### config.mk
export PLATFORM = sky130hd
export DESIGN_NAME = packbits_row_decoder
export DESIGN_NICKNAME = d
export VERILOG_FILES = /design/src/design/pbrd_pkg.sv /design/src/design/packbits_row_decoder.sv /design/src/design/pbrd_front.sv /design/src/design/pbrd_back.sv
export SDC_FILE = /design/constraint.sdc
export NUM_CORES = 1
export LEC_CHECK = 0
export ABC_AREA = 0
export BUFFER_PORTS_ARGS = -buffer_cell sky130_fd_sc_hd__buf_2
export CELL_PAD_IN_SITES_DETAIL_PLACEMENT = 0
export CELL_PAD_IN_SITES_GLOBAL_PLACEMENT = 1
export CORE_UTILIZATION = 52
export DETAILED_ROUTE_END_ITERATION = 7
export GPL_ROUTABILITY_DRIVEN = 1
export GPL_TIMING_DRIVEN = 0
export MAX_ROUTING_LAYER = met4
export PLACE_DENSITY_LB_ADDON = 0.08
export SLEW_MARGIN = 20
export SYNTH_ARGS = -nofsm -noshare
export SYNTH_HDL_FRONTEND = slang
export SYNTH_SLANG_ARGS = --single-unit
### constraint.sdc
create_clock -name clk -period 12.1 [get_ports clk]
set_input_delay 0.605 -clock clk [delete_from_list [all_inputs] [get_ports clk]]
set_output_delay 0.605 -clock clk [all_outputs]
set_load 0.01 [all_outputs]
### src/design/pbrd_pkg.sv
`timescale 1ns / 1ps

package pbrd_pkg;

  // Depth of the queue between the front and the back part.
  localparam int QDEPTH = 2;
  localparam int QPTR_W = $clog2(QDEPTH);
  localparam int QCNT_W = $clog2(QDEPTH + 1);

  // Header codes of the PackBits format.
  localparam logic [7:0] HDR_NOOP    = 8'h80;
  localparam logic [8:0] REPEAT_BASE = 9'd257;

  // Decoder phase, one-hot.
  typedef enum logic [2:0] {
    PH_HEADER  = 3'b001,
    PH_LITERAL = 3'b010,
    PH_REPEAT  = 3'b100
  } phase_t;

  // One classified compressed byte, as the front hands it to the back.
  typedef struct packed {
    logic [7:0] code_byte;
    logic       row_end;
    logic       is_literal;  // header 0..127
    logic       is_noop;     // header -128
    logic [7:0] hdr_count;   // run length if this byte is a header
  } entry_t;

endpackage

### src/design/packbits_row_decoder.sv
`timescale 1ns / 1ps
// PackBits row decoder: one compressed byte per item, run descriptors out.
// Path: the accepting edge writes the byte into the queue; once the back pops it,
// its result is registered in the output register and offered there.
// Throughput: one byte per cycle while the queue is not full and out_ready does not hold the output.
// Reset: synchronous rst clears row state, the queue, out_valid and row_width.

module packbits_row_decoder import pbrd_pkg::*; #(
  parameter int POSITION_BITS = 20
) (
  input  logic        clk,
  input  logic        rst,
  input  logic        cfg_we,
  input  logic [19:0] cfg_wdata,
  input  logic        in_valid,
  output logic        in_ready,
  input  logic [7:0]  code_byte,
  input  logic        row_end,
  output logic        out_valid,
  input  logic        out_ready,
  output logic [7:0]  out_value,
  output logic [7:0]  repeat_count,
  output logic        row_done,
  output logic        row_status
);

  logic [19:0]              row_width;
  logic [POSITION_BITS-1:0] width;
  logic                     q_valid;
  logic                     q_pop;
  entry_t                   q_head;

  // The row width register. Only the low POSITION_BITS bits take part in
  // position checks; narrower configurations simply ignore the upper bits.
  always_ff @(posedge clk) begin
    if (rst) begin
      row_width <= '0;
    end else if (cfg_we) begin
      row_width <= cfg_wdata;
    end
  end

  assign width = POSITION_BITS'(row_width);

  // The front classifies each byte as a header and buffers it, so up to QDEPTH input
  // bytes can still be taken while a finished run waits at the output.
  pbrd_front u_front (
    .clk       (clk),
    .rst       (rst),
    .in_valid  (in_valid),
    .in_ready  (in_ready),
    .code_byte (code_byte),
    .row_end   (row_end),
    .q_valid   (q_valid),
    .q_pop     (q_pop),
    .q_head    (q_head)
  );

  // The back tracks phase and position, flags corrupt rows and emits runs.
  pbrd_back #(
    .POSITION_BITS (POSITION_BITS)
  ) u_back (
    .clk          (clk),
    .rst          (rst),
    .width        (width),
    .q_valid      (q_valid),
    .q_pop        (q_pop),
    .q_head       (q_head),
    .out_valid    (out_valid),
    .out_ready    (out_ready),
    .out_value    (out_value),
    .repeat_count (repeat_count),
    .row_done     (row_done),
    .row_status   (row_status)
  );

endmodule

### src/design/pbrd_front.sv
`timescale 1ns / 1ps

module pbrd_front import pbrd_pkg::*; (
  input  logic       clk,
  input  logic       rst,
  input  logic       in_valid,
  output logic       in_ready,
  input  logic [7:0] code_byte,
  input  logic       row_end,
  output logic       q_valid,
  input  logic       q_pop,
  output entry_t     q_head
);

  entry_t              store [QDEPTH];
  logic [QPTR_W-1:0]   wr_ptr;
  logic [QPTR_W-1:0]   rd_ptr;
  logic [QCNT_W-1:0]   count;
  entry_t              classified;
  logic                push;
  logic                pop;

  // Header classification does not depend on decoder state, so it is done here.
  always_comb begin
    classified.code_byte  = code_byte;
    classified.row_end    = row_end;
    classified.is_literal = ~code_byte[7];
    classified.is_noop    = (code_byte == HDR_NOOP);
    if (!code_byte[7]) begin
      classified.hdr_count = code_byte + 8'd1;
    end else begin
      classified.hdr_count = 8'(REPEAT_BASE - {1'b0, code_byte});
    end
  end

  assign in_ready = (count != QCNT_W'(QDEPTH));
  assign push     = in_valid & in_ready;
  assign q_valid  = (count != '0);
  assign pop      = q_pop & q_valid;
  assign q_head   = store[rd_ptr];

  always_ff @(posedge clk) begin
    if (push) begin
      store[wr_ptr] <= classified;
    end
  end

  always_ff @(posedge clk) begin
    if (rst) begin
      wr_ptr <= '0;
      rd_ptr <= '0;
      count  <= '0;
    end else begin
      if (push) begin
        wr_ptr <= wr_ptr + 1'b1;
      end
      if (pop) begin
        rd_ptr <= rd_ptr + 1'b1;
      end
      if (push && !pop) begin
        count <= count + 1'b1;
      end else if (pop && !push) begin
        count <= count - 1'b1;
      end
    end
  end

endmodule

### src/design/pbrd_back.sv
`timescale 1ns / 1ps

module pbrd_back import pbrd_pkg::*; #(
  parameter int POSITION_BITS = 20
) (
  input  logic                     clk,
  input  logic                     rst,
  input  logic [POSITION_BITS-1:0] width,
  input  logic                     q_valid,
  output logic                     q_pop,
  input  entry_t                   q_head,
  output logic                     out_valid,
  input  logic                     out_ready,
  output logic [7:0]               out_value,
  output logic [7:0]               repeat_count,
  output logic                     row_done,
  output logic                     row_status
);

  phase_t                   phase, phase_next;
  logic [7:0]               literal_left, literal_left_next;
  logic [7:0]               repeat_len, repeat_len_next;
  logic [POSITION_BITS-1:0] out_position, out_position_next;
  logic                     corrupt_flag, corrupt_flag_next;

  logic                     have_run;
  logic [7:0]               run_cnt;
  logic [POSITION_BITS:0]   run_end;
  logic                     overfill;
  logic                     emit;
  logic                     bad;

  assign q_pop    = q_valid & (~out_valid | out_ready);
  assign run_end  = {1'b0, out_position} + (POSITION_BITS + 1)'(q_head.hdr_count);
  assign overfill = (run_end > {1'b0, width});

  always_comb begin
    phase_next        = phase;
    literal_left_next = literal_left;
    repeat_len_next   = repeat_len;
    out_position_next = out_position;
    corrupt_flag_next = corrupt_flag;
    have_run          = 1'b0;
    run_cnt           = 8'd0;
    if (!corrupt_flag) begin
      unique case (phase)
        PH_HEADER: begin
          if (out_position >= width) begin
            corrupt_flag_next = 1'b1;
          end else if (!q_head.is_noop) begin
            if (overfill) begin
              corrupt_flag_next = 1'b1;
            end else if (q_head.is_literal) begin
              literal_left_next = q_head.hdr_count;
              phase_next        = PH_LITERAL;
            end else begin
              repeat_len_next = q_head.hdr_count;
              phase_next      = PH_REPEAT;
            end
          end
        end
        PH_LITERAL: begin
          have_run          = 1'b1;
          run_cnt           = 8'd1;
          out_position_next = out_position + 1'b1;
          literal_left_next = literal_left - 8'd1;
          if (literal_left == 8'd1) begin
            phase_next = PH_HEADER;
          end
        end
        PH_REPEAT: begin
          have_run          = 1'b1;
          run_cnt           = repeat_len;
          out_position_next = out_position + POSITION_BITS'(repeat_len);
          repeat_len_next   = 8'd0;
          phase_next        = PH_HEADER;
        end
        default: begin
          phase_next = PH_HEADER;
        end
      endcase
    end
    bad  = corrupt_flag_next | (phase_next != PH_HEADER) | (out_position_next != width);
    emit = have_run | q_head.row_end;
  end

  // Decoder state. The end of a row returns everything to its reset value.
  always_ff @(posedge clk) begin
    if (rst) begin
      phase        <= PH_HEADER;
      literal_left <= '0;
      repeat_len   <= '0;
      out_position <= '0;
      corrupt_flag <= 1'b0;
    end else if (q_pop) begin
      if (q_head.row_end) begin
        phase        <= PH_HEADER;
        literal_left <= '0;
        repeat_len   <= '0;
        out_position <= '0;
        corrupt_flag <= 1'b0;
      end else begin
        phase        <= phase_next;
        literal_left <= literal_left_next;
        repeat_len   <= repeat_len_next;
        out_position <= out_position_next;
        corrupt_flag <= corrupt_flag_next;
      end
    end
  end

  always_ff @(posedge clk) begin
    if (rst) begin
      out_valid <= 1'b0;
    end else if (q_pop && emit) begin
      out_valid <= 1'b1;
    end else if (out_ready) begin
      out_valid <= 1'b0;
    end
  end

  always_ff @(posedge clk) begin
    if (q_pop && emit) begin
      out_value    <= have_run ? q_head.code_byte : 8'd0;
      repeat_count <= run_cnt;
      row_done     <= q_head.row_end;
      row_status   <= q_head.row_end & bad;
    end
  end

endmodule
== After elaboration in Yosys (flattened, before gate mapping) ==
Memory sizes are Yosys's and may differ from the RTL's. A register that Yosys moved wholly into a read port is not among the register bits.
Index checks and enable logic that the tools add are counted.

* Flip-flop bits (word level): 83
* Bits in writable memories: 38
* Input port bits: 34
* Output and inout bits: 20
* Memories kept: 1

{| class="wikitable"
|+ Memories
! name !! words !! width !! read ports !! clocked after memory_dff !! write ports !! RTL line !! RTL
|-
| u_front.store || 2 || 19 || 1 || 1 || 1 || pbrd_front.sv:15 || <nowiki>entry_t store [QDEPTH];</nowiki>
|}

* Add/sub/neg operators: 10
* Order comparisons: 2
* Equality and inequality tests: 14
* Mux-type cells: 43
* Bitwise gates (word level): 10
* Reduce and logical (&&, ||, !) cells: 13

{| class="wikitable"
|+ Operators by type and width
! cell !! count
|-
| $mux 8 || 13
|-
| $pmux 8 s2 || 3
|-
| $mux 20 || 2
|-
| $pmux 20 s2 || 1
|-
| $add 20x8->21 || 1
|-
| $gt 21x20->1 || 1
|-
| $mux 3 || 7
|-
| $add 20x1->20 const B || 1
|-
| $add 20x8->20 || 1
|-
| $ge 20x20->1 || 1
|-
| $ne 20x20->1 || 1
|-
| $ne 3x2->1 const B || 5
|-
| $mux 1 || 14
|-
| $reduce_and 7->1 || 2
|-
| $add 8x1->8 const B || 1
|-
| $eq 8x1->1 const B || 1
|-
| $eq 8x8->1 const B || 1
|-
| $sub 1x8->8 const A || 1
|-
| $sub 8x1->8 const B || 1
|-
| $pmux 3 s2 || 1
|-
| $reduce_bool 2->1 || 3
|-
| $reduce_bool 3->1 || 2
|-
| $and 1x1->1 || 4
|-
| $mux 2 || 2
|-
| 14 further kinds || 22
|}

== Logic depth before layout (Yosys ltp) ==
* Depth in word-level cells: 11
* Depth in mapped cells: 23
* Mapped depth without buffers: 21

== Cells and area by module ==
Synthesis repeated with hierarchy kept, for this count alone.

* Cells, all modules: 830
* Area total of the unflattened synthesis: 7928.9 um^2

{| class="wikitable"
|+ Modules (own cells, without submodules)
! module !! times used !! cells an instance !! area an instance (um^2)
|-
| pbrd_back || 1 || 644 || 5355.1
|-
| pbrd_front || 1 || 122 || 1868.0
|-
| packbits_row_decoder || 1 || 64 || 705.7
|}

== Worst setup path before layout ==
No wires, ideal clock.

* Path kind: flip-flop to flip-flop
* From: register with a tool-made name
* To: register u_back.literal_left[1]
* Setup time: 0.072 ns
* Data arrival time: 4.282 ns
* Data required time: 12.028 ns
* Slack: 7.746 ns
* Cell stages (with the launch flop): 19
* Buffers on the path: 2
* Clock period less this slack: 4.354 ns
* Cells stage by stage: dfxtp_1 > buf_6 > clkbuf_1 > mux2_2 > ha_1 > a21o_1 > a31oi_1 > o21bai_1 > a21oi_1 > nand2b_1 > xnor2_1 > ha_1 > nand4_1 > nor4_1 > a21oi_1 > nand3_1 > nand4_1 > o21ai_4 > mux2i_1

{| class="wikitable"
|+ RTL lines
! element !! RTL line !! RTL
|-
| end signal: assignment || pbrd_back.sv:104 || <nowiki>literal_left <= literal_left_next;</nowiki>
|-
| end: declaration || pbrd_back.sv:21 || <nowiki>logic [7:0] literal_left, literal_left_next;</nowiki>
|}

==> flow_results.xml <==
<?xml version="1.0" encoding="UTF-8"?>
<metrics>
  <group name="placed_design">
    <metric name="pre_cts_ws" unit="ns">6.22</metric>
    <metric name="dp_hpwl" unit="mm">17.4</metric>
    <metric name="place_area" unit="um^2">8570</metric>
    <metric name="buffers_on_ports" unit="">52</metric>
    <metric name="place_congestion" unit="">0.951</metric>
  </group>
  <group name="synth">
    <metric name="top_area_cell_type_share_of_the_netlist_area" unit="%">20.9</metric>
    <metric name="synthesized_netlist_net_count" unit="">970</metric>
    <metric name="ys_ff_latch" unit="">122</metric>
    <metric name="synth_edf_count" unit="">56</metric>
    <metric name="synth_async_sr_flop_share" unit="%">0</metric>
    <metric name="netlist_area" unit="um^2">8060</metric>
    <metric name="post_syn_instances" unit="">871</metric>
    <metric name="synthesis.yosys.warnings" unit="">0</metric>
    <metric name="syn_area_per_cell" unit="um^2">9.25</metric>
    <metric name="synth.distinct_cells" unit="">77</metric>
    <metric name="synthTopCellsByCount" unit="">85 x sky130_fd_sc_hd__nor2_1, 66 x sky130_fd_sc_hd__dfxtp_1, 63 x sky130_fd_sc_hd__ha_1, 62 x sky130_fd_sc_hd__nand2_1, 61 x sky130_fd_sc_hd__a21oi_1</metric>
    <metric name="netlist.top_cell.by_area" unit="">sky130_fd_sc_hd__edfxtp_1</metric>
    <metric name="yosys_most_used_dff" unit="">sky130_fd_sc_hd__dfxtp_1</metric>
    <metric name="sequential_area_share_after_synthesis" unit="%">37.3</metric>
    <metric name="most_repeated_cell_in_the_gate_level_netlist_after_synthesis" unit="">sky130_fd_sc_hd__nor2_1</metric>
    <metric name="synthTopCellsByArea" unit="">sky130_fd_sc_hd__edfxtp_1 21%, sky130_fd_sc_hd__dfxtp_1 16%, sky130_fd_sc_hd__ha_1 9.8%, sky130_fd_sc_hd__mux2i_1 5.1%, sky130_fd_sc_hd__nor2_1 4.0%</metric>
  </group>
  <group name="min_path">
    <metric name="hold_start" unit="">row_end</metric>
    <metric name="timing.hold.worst_endpoint" unit="">u_front.store[1][10]</metric>
    <metric name="holdCritPathClass" unit="">input pin to register</metric>
    <metric name="hold_depth" unit="">1</metric>
  </group>
  <group name="critical_path">
    <metric name="crit_fanout" unit="">10</metric>
    <metric name="r2r_cells" unit="">20</metric>
    <metric name="setup_slack_on_the_worst_flop_to_flop_path" unit="ns">6.06</metric>
    <metric name="worst-endpoint-arrival" unit="ns">6.38</metric>
    <metric name="crit_path_end_kind" unit="">register</metric>
    <metric name="worstPathRequired" unit="ns">12.44</metric>
    <metric name="crit-reg2reg-capture" unit="">u_back.repeat_len[1]</metric>
    <metric name="timing_worst_setup_path_type" unit="">register to register</metric>
    <metric name="cp_launch_type" unit="">register</metric>
  </group>
  <group name="job">
    <metric name="drv_cap" unit="">0</metric>
  </group>
  <group name="grt">
    <metric name="antenna_found_initial" unit="">0</metric>
    <metric name="grt_pass1_vias" unit="">6459</metric>
    <metric name="wire_length_of_the_first_global_routing_pass" unit="mm">34.4</metric>
    <metric name="grt_usage" unit="%">29.7</metric>
    <metric name="grt_start_max_net_pins" unit="">20</metric>
    <metric name="overflow" unit="">0</metric>
  </group>
  <group name="floorplanning">
    <metric name="fp_rows" unit="">45</metric>
    <metric name="io-pin-count" unit="">54</metric>
    <metric name="dieWidth" unit="um">126</metric>
    <metric name="initial_standard_cell_utilization_of_the_core" unit="%">53.2</metric>
    <metric name="fp.dieArea" unit="um^2">16000</metric>
    <metric name="fp.dieH" unit="um">126</metric>
    <metric name="standard_cell_core_area" unit="um^2">15100</metric>
  </group>
  <group name="timing">
    <metric name="final.setup_skew" unit="ns">0.00763</metric>
    <metric name="finalCritPeriodShare" unit="%">49.9</metric>
    <metric name="achievable-frequency" unit="GHz">0.166</metric>
    <metric name="tightestPinTransition" unit="ns">1.00</metric>
    <metric name="final.setup.tns" unit="ns">0</metric>
    <metric name="setup-violations-final" unit="">0</metric>
    <metric name="hold_viol" unit="">0</metric>
    <metric name="finalWorstSetupSlack" unit="ns">6.06</metric>
    <metric name="relSlewSlack" unit="%">32.8</metric>
    <metric name="rsz0062_at_grt" unit="">false</metric>
    <metric name="slew_viol_final" unit="">0</metric>
    <metric name="timing.final.crit_period" unit="ns">6.04</metric>
  </group>
  <group name="clock_tree">
    <metric name="cts.sinks" unit="">122</metric>
    <metric name="tritoncts" unit="">done</metric>
    <metric name="cts-root-to-sink-buffers" unit="">2</metric>
    <metric name="postCtsHoldBufs" unit="">0</metric>
    <metric name="cts_repair_resize_count" unit="">0</metric>
    <metric name="clkTransAtPathRegs" unit="ns">0.06</metric>
    <metric name="cts_inserted_buffers" unit="">17</metric>
    <metric name="worstSkewPairLatency" unit="ns">0.43</metric>
    <metric name="postCtsSetupBuffers" unit="">0</metric>
    <metric name="ctsRootBufferMaster" unit="">sky130_fd_sc_hd__clkbuf_16</metric>
    <metric name="clock_tree.htree_level_count" unit="">4</metric>
  </group>
  <group name="routing">
    <metric name="detail_route.vias_per_cell" unit="">6.04</metric>
    <metric name="remaining_drc_errors" unit="">0</metric>
    <metric name="drt.antenna.violating_nets" unit="">0</metric>
    <metric name="wl" unit="mm">22.4</metric>
    <metric name="first_iter_violations" unit="">566</metric>
    <metric name="vias" unit="">6914</metric>
    <metric name="detail_route.first_pass.iterations" unit="">5</metric>
    <metric name="routed_len_inst" unit="um">19.6</metric>
  </group>
  <group name="power">
    <metric name="static-leakage-power" unit="nW">3.79</metric>
    <metric name="power_per_cell_area" unit="nW/um^2">176</metric>
    <metric name="finalPower" unit="W">0.00161</metric>
    <metric name="power.ir.vdd_worst" unit="mV">0.126</metric>
  </group>
  <group name="outcome">
    <metric name="run_status" unit="">completed</metric>
  </group>
  <group name="layout">
    <metric name="area_growth_syn_to_layout" unit="%">13.8</metric>
    <metric name="insertedDiodeCount" unit="">0</metric>
    <metric name="drive_gt1_share" unit="%">14.1</metric>
    <metric name="finalNetCount" unit="">1042</metric>
    <metric name="final_area" unit="um^2">9170</metric>
  </group>
</metrics>
sequential cells by signal (all words and copies together), names as in the netlist, named ones only:
name,count
u_back.repeat_len,8
u_front.count,2
u_back.repeat_count,8
u_back.row_done,1
u_back.out_valid,1
u_back.literal_left,8
u_back.row_status,1
u_back.corrupt_flag,1
u_back.out_value,8
u_back.phase,3
row_width,20
u_front.rd_ptr,1
u_back.out_position,20
u_front.wr_ptr,1
u_front.store,38
worst max-delay path, stage by stage, from the launching register on:
cell                       delay (ns)
sky130_fd_sc_hd__dfxtp_1         0.32
sky130_fd_sc_hd__buf_6           0.16
sky130_fd_sc_hd__clkbuf_1        0.50
sky130_fd_sc_hd__mux2_2          0.47
sky130_fd_sc_hd__ha_1            0.36
sky130_fd_sc_hd__a21o_1          0.20
sky130_fd_sc_hd__a31oi_1         0.25
sky130_fd_sc_hd__o21bai_1        0.09
sky130_fd_sc_hd__a21oi_1         0.62
sky130_fd_sc_hd__nand2b_1        0.21
sky130_fd_sc_hd__xnor2_1         0.07
sky130_fd_sc_hd__ha_1            0.30
sky130_fd_sc_hd__nand4_1         0.22
sky130_fd_sc_hd__nor4_1          0.80
sky130_fd_sc_hd__o31ai_1         0.23
sky130_fd_sc_hd__nand4_1         0.20
sky130_fd_sc_hd__nand3_1         0.16
sky130_fd_sc_hd__nand4_1         0.29
sky130_fd_sc_hd__buf_4           0.22
sky130_fd_sc_hd__nand3_1         0.09
sky130_fd_sc_hd__a21oi_1         0.17
power by group:
group	switching, W	internal, W
clock	0.000215	0.000312
sequential	0.0000322	0.000507
combinational	0.000345	0.000198
total	0.000593	0.00102
routing by layer:
layer,up-vias,routed length (um),global-route usage (%)
met3,54,1480,5.53
li1,3301,-,-
met5,-,0,-
met4,0,667,11.9
met2,276,11000,49.6
met1,3283,9280,35.5
per-stage QoR:
| step | cells | utilization, % | hold slack (ns) |
|---|---|---|---|
| floorplan | 871 | - | 0.452 |
| global placement | 1111 | 56.5 | 0.479 |
| detailed placement | 1112 | 56.6 | 0.481 |
| CTS | 1144 | 60.6 | 0.352 |
| global route | 1144 | 60.6 | 0.356 |
| finish | 1144 | 60.6 | 0.364 |
cell type report:
type / count / area, um^2
Fill cell: 1323 / 5970
Multi-Input combinational cell: 667 / 4690
Sequential cell: 122 / 3000
Clock buffer: 17 / 425
Timing Repair Buffer: 53 / 272
Tap cell: 188 / 235
Buffer: 39 / 206
Clock inverter: 15 / 180
Inverter: 43 / 161
placed cells by master, fill, tap and decap left out, types with 4 or more instances in the layout:
| master | netlist | layout |
|---|---|---|
| sky130_fd_sc_hd__a211oi_1 | 8 | 8 |
| sky130_fd_sc_hd__a21o_1 | 11 | 11 |
| sky130_fd_sc_hd__a21oi_1 | 61 | 61 |
| sky130_fd_sc_hd__a22oi_1 | 8 | 8 |
| sky130_fd_sc_hd__a31oi_1 | 9 | 9 |
| sky130_fd_sc_hd__and2_1 | 14 | 14 |
| sky130_fd_sc_hd__and3_1 | 7 | 7 |
| sky130_fd_sc_hd__buf_2 | 9 | 61 |
| sky130_fd_sc_hd__buf_4 | 5 | 5 |
| sky130_fd_sc_hd__buf_6 | 4 | 5 |
| sky130_fd_sc_hd__clkbuf_1 | 19 | 19 |
| sky130_fd_sc_hd__clkbuf_16 | 0 | 17 |
| sky130_fd_sc_hd__dfxtp_1 | 66 | 66 |
| sky130_fd_sc_hd__edfxtp_1 | 56 | 56 |
| sky130_fd_sc_hd__ha_1 | 63 | 63 |
| sky130_fd_sc_hd__inv_1 | 42 | 42 |
| sky130_fd_sc_hd__inv_6 | 0 | 4 |
| sky130_fd_sc_hd__inv_8 | 0 | 5 |
| sky130_fd_sc_hd__mux2_2 | 9 | 9 |
| sky130_fd_sc_hd__mux2i_1 | 41 | 41 |
| sky130_fd_sc_hd__nand2_1 | 62 | 62 |
| sky130_fd_sc_hd__nand2b_1 | 22 | 22 |
| sky130_fd_sc_hd__nand3_1 | 31 | 31 |
| sky130_fd_sc_hd__nand3b_1 | 9 | 9 |
| sky130_fd_sc_hd__nand4_1 | 17 | 17 |
| sky130_fd_sc_hd__nor2_1 | 85 | 84 |
| sky130_fd_sc_hd__nor2b_1 | 8 | 8 |
| sky130_fd_sc_hd__nor3_1 | 15 | 15 |
| sky130_fd_sc_hd__nor4_1 | 10 | 10 |
| sky130_fd_sc_hd__o2111ai_1 | 4 | 4 |
| sky130_fd_sc_hd__o211ai_1 | 13 | 13 |
| sky130_fd_sc_hd__o21a_1 | 4 | 4 |
| sky130_fd_sc_hd__o21ai_0 | 32 | 32 |
| sky130_fd_sc_hd__o22ai_1 | 5 | 5 |
| sky130_fd_sc_hd__or3_1 | 8 | 8 |
| sky130_fd_sc_hd__xnor2_1 | 34 | 34 |
| sky130_fd_sc_hd__xor2_1 | 20 | 20 |
cell families after synthesis:
logic type | Yosys count | share of synthesized area, %
buffers and inverters | 82 | 4.57
muxes | 51 | 6.52
adders and majority gates | 65 | 10.3
and+or+nand+nor | 311 | 20.1
xor gates and xnor gates | 56 | 6.55
DFF | 122 | 37.3
AOI/OAI and AO/OA | 184 | 14.7
worst max path at each step:
stage | startpoint | to | slack (ns) | depth (start not counted)
2_1_floorplan | register | u_back.literal_left[1] | 7.75 | 18
3_3_place_gp | register | u_back.repeat_len[6] | 6.23 | 20
3_5_place_dp | register | u_back.repeat_len[7] | 6.22 | 20
4_1_cts | register | u_back.repeat_len[1] | 6.19 | 20
5_1_grt | register | u_back.repeat_len[5] | 5.82 | 20
6_report | register | u_back.repeat_len[1] | 6.06 | 20
Power figures use the tool's default switching activity.
